File: config.mk
export PLATFORM = sky130hd
export DESIGN_NAME = pal_cell
export DESIGN_NICKNAME = d
export VERILOG_FILES = /design/src/rtl/pal_pkg.sv /design/src/rtl/pal_cell.sv
export SDC_FILE = /design/constraint.sdc
export NUM_CORES = 1
export LEC_CHECK = 0
export ABC_AREA = 1
export BUFFER_PORTS_ARGS = -buffer_cell sky130_fd_sc_hd__buf_4
export CORE_MARGIN = 2
export CORE_UTILIZATION = 33
export DETAILED_ROUTE_END_ITERATION = 10
export PLACE_DENSITY_LB_ADDON = 0.05
export REMOVE_ABC_BUFFERS = 1
export SYNTH_ARGS = -nofsm -noshare
export SYNTH_HDL_FRONTEND = slang
export SYNTH_SLANG_ARGS = --single-unit
File: constraint.sdc
create_clock -name clock -period 3.6 [get_ports clock]
set_input_delay 0.54 -clock clock [delete_from_list [all_inputs] [get_ports clock]]
set_output_delay 0.54 -clock clock [all_outputs]
set_load 0.05 [all_outputs]
File: src/rtl/pal_pkg.sv
package pal_pkg;

   // Operation codes carried in the request beat.
   localparam logic [1:0] OP_READ   = 2'd0;
   localparam logic [1:0] OP_WRITE  = 2'd1;
   localparam logic [1:0] OP_INSERT = 2'd2;
   localparam logic [1:0] OP_DELETE = 2'd3;

   // Number of cells folded into one registered partial read result.
   localparam int GROUP_SIZE = 8;

   typedef struct packed {
      logic [1:0]  operation;
      logic [6:0]  position;
      logic [31:0] value;
   } req_type;

   typedef struct packed {
      logic [31:0] read_data;
      logic        status;
      logic [6:0]  list_length;
      logic        list_empty;
      logic        past_end;
   } rsp_type;

   // Command broadcast to every cell of the chain.
   typedef struct packed {
      logic       go;
      logic [1:0] op;
   } cell_cmd_type;

endpackage

File: src/rtl/pal_cell.sv
module pal_cell #(
   parameter int DATA_WIDTH = 32,
   parameter int SLOT_WIDTH = 8,
   parameter int INDEX      = 0
) (
   input  logic                      clock,
   input  pal_pkg::cell_cmd_type     cmd,
   input  logic [SLOT_WIDTH-1:0]     slot,
   input  logic [DATA_WIDTH-1:0]     wval,
   input  logic [DATA_WIDTH-1:0]     left,
   input  logic [DATA_WIDTH-1:0]     right,
   output logic [DATA_WIDTH-1:0]     data,
   output logic [DATA_WIDTH-1:0]     rd
);
   import pal_pkg::*;

   localparam logic [SLOT_WIDTH-1:0] MY_INDEX = SLOT_WIDTH'(INDEX);

   logic [DATA_WIDTH-1:0] entry_ff;
   logic [DATA_WIDTH-1:0] entry_in;
   logic                  hit;
   logic                  above;

   assign hit   = (slot == MY_INDEX);
   assign above = (slot < MY_INDEX);

   always_comb begin
      entry_in = entry_ff;
      if (cmd.go) begin
         case (cmd.op)
            OP_WRITE: begin
               if (hit) entry_in = wval;
            end
            OP_INSERT: begin
               // Entries behind the slot move one place towards the tail.
               if (hit) entry_in = wval;
               else if (above) entry_in = left;
            end
            OP_DELETE: begin
               if (hit || above) entry_in = right;
            end
            default: begin
               entry_in = entry_ff;
            end
         endcase
      end
   end

   always_ff @(posedge clock) begin
      entry_ff <= entry_in;
   end

   assign data = entry_ff;
   assign rd   = (cmd.go && cmd.op == OP_READ && hit) ? entry_ff : '0;

endmodule

---- Yosys cells after proc, flatten, opt, wreduce, memory -nomap -nowiden ----
Index checks and enable logic that the tools add are counted.
word-level totals
  word-level logic and storage cells ...... 21
  input bits .............................. 108
  bits in registers ....................... 32
  output and inout bits ................... 64
operators by class
  reduce and logical (&&, ||, !) cells .... 7
  order comparisons ....................... 1
  equal/unequal tests ..................... 6
  muxes and demuxes ....................... 6
operators by type and width
  operator            count
  $mux 32             5
  $pmux 32 s3         1
  $logic_not 8->1     1
  $lt 8x1->1 const B  1
  $reduce_and 5->1    1
  $eq 2x2->1 const B  2
  $ne 2x2->1 const B  2
  $ne 3x3->1 const B  1
  $reduce_bool 3->1   1
  $eq 2x1->1 const B  1
  $logic_and 1x1->1   2
  $logic_not 2->1     1
  $logic_or 1x1->1    1

---- Longest topological paths before layout ----
  depth in word-level cells ............... 4
  mapped depth ............................ 6
  depth with buffers taken out ............ 5

---- Worst setup path after synthesis ----
No wires, ideal clock.
  kind .................................... input to register
  start ................................... input port cmd[0] (netlist bit)
  end ..................................... register entry_ff[0] (netlist: data[0]), enable pin
  path buffers ............................ 1
  stages .................................. 3
  setup slack ............................. 0.165 ns
  arrival time ............................ 2.974 ns
  data required time ...................... 3.139 ns
  setup time .............................. 0.461 ns
  cells stage by stage .................... buf_2 o21ai_0 nor3_1
on the way
  cells in the longest elaborated chain, start to end .. 3
  elaborated cells on any way between the ends .. 8
  classes of those cells .................. eq/ne (6); reduce/logical (2)
RTL lines
  element                                              RTL line        text
  from (decl)                                          pal_cell.sv:7   input pal_pkg::cell_cmd_type cmd,
  $eq 2x2->1 / $eq 2x1->1 (equally long branches)      pal_cell.sv:30  case (cmd.op)
  $ne 3x3->1 (no source line) (tied with other cells)  n/a
  $reduce_and 5->1 (no source line) *                  n/a
  to (signal assigned)                                 pal_cell.sv:50  entry_ff <= entry_in;
  to (decl)                                            pal_cell.sv:19  logic [DATA_WIDTH-1:0] entry_ff;
Every way passes the cells marked *; elsewhere a longest branch is shown, timed or not.
A chain may end at the register's enable or synchronous reset.

---- Final worst setup path ----
  start ................................... input port cmd[0] (netlist bit)
  end ..................................... output port rd[31]
on the way
  cells in the longest elaborated chain, start to end .. 4
RTL lines
  element                         RTL line        text
  $logic_not 2->1                 pal_cell.sv:54  assign rd = (cmd.go && cmd.op == OP_READ && hit) ? entry_ff : '0;
  $logic_and 1x1->1 (2 in a row)  pal_cell.sv:54
  $mux 32                         pal_cell.sv:54
  to (decl)                       pal_cell.sv:13  output logic [DATA_WIDTH-1:0] rd
No other way between the ends.

==> flow_metrics.tcl <==
set metrics [dict create \
    cts-root-buf "clkbuf_8" \
    area_growth_syn_to_layout_pct 63.8 \
    hpwl_mm 3.77 \
    cts_buffers 5 \
    post-route-period-util_pct 69.2 \
    min_period_ps 2490 \
    power.density_nw_per_um2 258 \
    rsz0062_at_grt "no" \
    p_leak_uw 0.00158 \
    finalSetupViolCount 0 \
    nets 463 \
    worst_slack_ps 1110 \
    path_class "in2out" \
    max_cap_violations 0 \
    max_freq_ghz 0.402 \
    core_um2 5440 \
    largest_reg_flops 32 \
    postRouteAntennaNets 0 \
    fp.dieW_um 78.7 \
    vdd_drop_max_mv 0.150 \
    row_count 27 \
    place_inst 420 \
    avgSynthCellArea_um2 8.44 \
    grt_pass1_vias 1749 \
    worstPathMaxFanout 35 \
    cts.sinks 32 \
    dieArea_um2 6190 \
    globalplace.congestion 0.779 \
    fin_util_pct 55.4 \
    hold_violations 0 \
    drt_iter0_markers 52 \
    via_per_inst 4.34 \
    nFillCells 512 \
    cts_tree "yes" \
    slew_headroom_pct 62.7 \
    grt_pass1_wl_mm 8.24 \
    end_kind "primary output" \
    cts_setup_buffers 0 \
    diodes 0 \
    tightest_slew_ps 558 \
    drt-total-wl_mm 5.17 \
    ff_latch_area_um2 961 \
    multi_input_comb_area_um2 674 \
    clk_pin_slew_ps 70 \
    final_cell_mix "buf_4, nand2_1, nand3_1, inv_1, edfxtp_1" \
    setup_tns_ps 0 \
    finalInstanceArea_um2 3020 \
    ys_seq_elements 32 \
    status "completed" \
    track_usage_pct 16.9 \
    gr-total-overflow 0 \
    placed_cell_area_um2 2940 \
    initial_utilization_pct 33.8 \
    drv_slew 0 \
    hp-class "in2reg" \
    dp_worst_setup_slack_ps 1080 \
    num_vias 1855 \
    antenna_found_initial 0 \
    drt_first_pass_iters 4 \
    grt_max_degree 36 \
    syn_inst 218 \
    ctsHoldBuffers 0 \
    synth-seq-area-share_pct 52.2 \
    worstPathRequired_ps 3060 \
    clockBufferDepth 2 \
    port_buffers 139 \
    cp-start-kind "primary input" \
    mostFrequentLayoutCell "buf_4" \
    drive_gt1_share_pct 51.3 \
    stdcell_count 427 \
    drc 0 \
    fp.dieH_um 78.7 \
    arrival_ps 1950 \
    synth_area_um2 1840 \
    synthDistinctLibCells 14 \
    h-tree-depth 2 \
    ctsResizeCount 0 \
    yosysWarningCount 0 \
    wire_per_inst_um 12.1 \
    ios 172 \
]
## worst max-delay path, stage by stage
cell and delay [ps]:
buf_4 240, nor3b_2 210, nand2_2 340, buf_12 300, nor2_1 90, buf_4 200
## final cells by class
cell class	instances	area share, %
Clock inverter	2	0.249
Timing Repair Buffer	144	36.3
Multi-Input combinational cell	140	22.4
Sequential cell	32	31.9
Clock buffer	5	2.28
Tap cell	72	2.99
Inverter	32	3.98
## per-stage QoR
step / total power [µW] / hold WS (ps)
after global routing: 820 / 525
after detailed placement: 541 / 806
after floorplan: 457 / 719
after global placement: 537 / 802
final: 779 / 527
after CTS: 792 / 520
## power breakdown
group          leakage, µW  total, µW  internal, µW  switching, µW
clock            0.0000391        248           127            120
sequential        0.000280        414           414          0.305
combinational      0.00126        117          68.3           48.4
## per-layer routing
metal,global-route usage (%),up-vias,wire (µm)
met2,29.7,80,2570
li1,-,949,-
met3,4.71,9,489
met5,0,-,0
met4,5.96,0,95
met1,19.5,817,2020
## kinds of logic (layout without fill, tap and decap cells)
kind of cell    count (synthesis)  after routing  share of synthesized area, %
flops                          32             32                          52.2
simple gates                  139            139                          36.1
buf+inv                        46            183                          11.4
compound gates                  1              1                         0.272
## synthesized netlist by cell type, drive strengths merged
cell type,n,area [µm²]
nor3b,1,12.5
inv,32,120
buf,10,75.1
clkbuf,4,15.0
nor3,1,5.00
o21ai,1,5.00
nor2,37,229
edfxtp,32,961
nand3,32,160
nand2,68,258
## worst paths after layout
kind  startpoint                 to  slack, ps  cells past startpoint
max       cmd[0]             rd[31]       1110                      6
min      wval[8]  data[8]$_DFFE_PP_        530                      3
No activity file was read; power rests on OpenSTA's default activity.
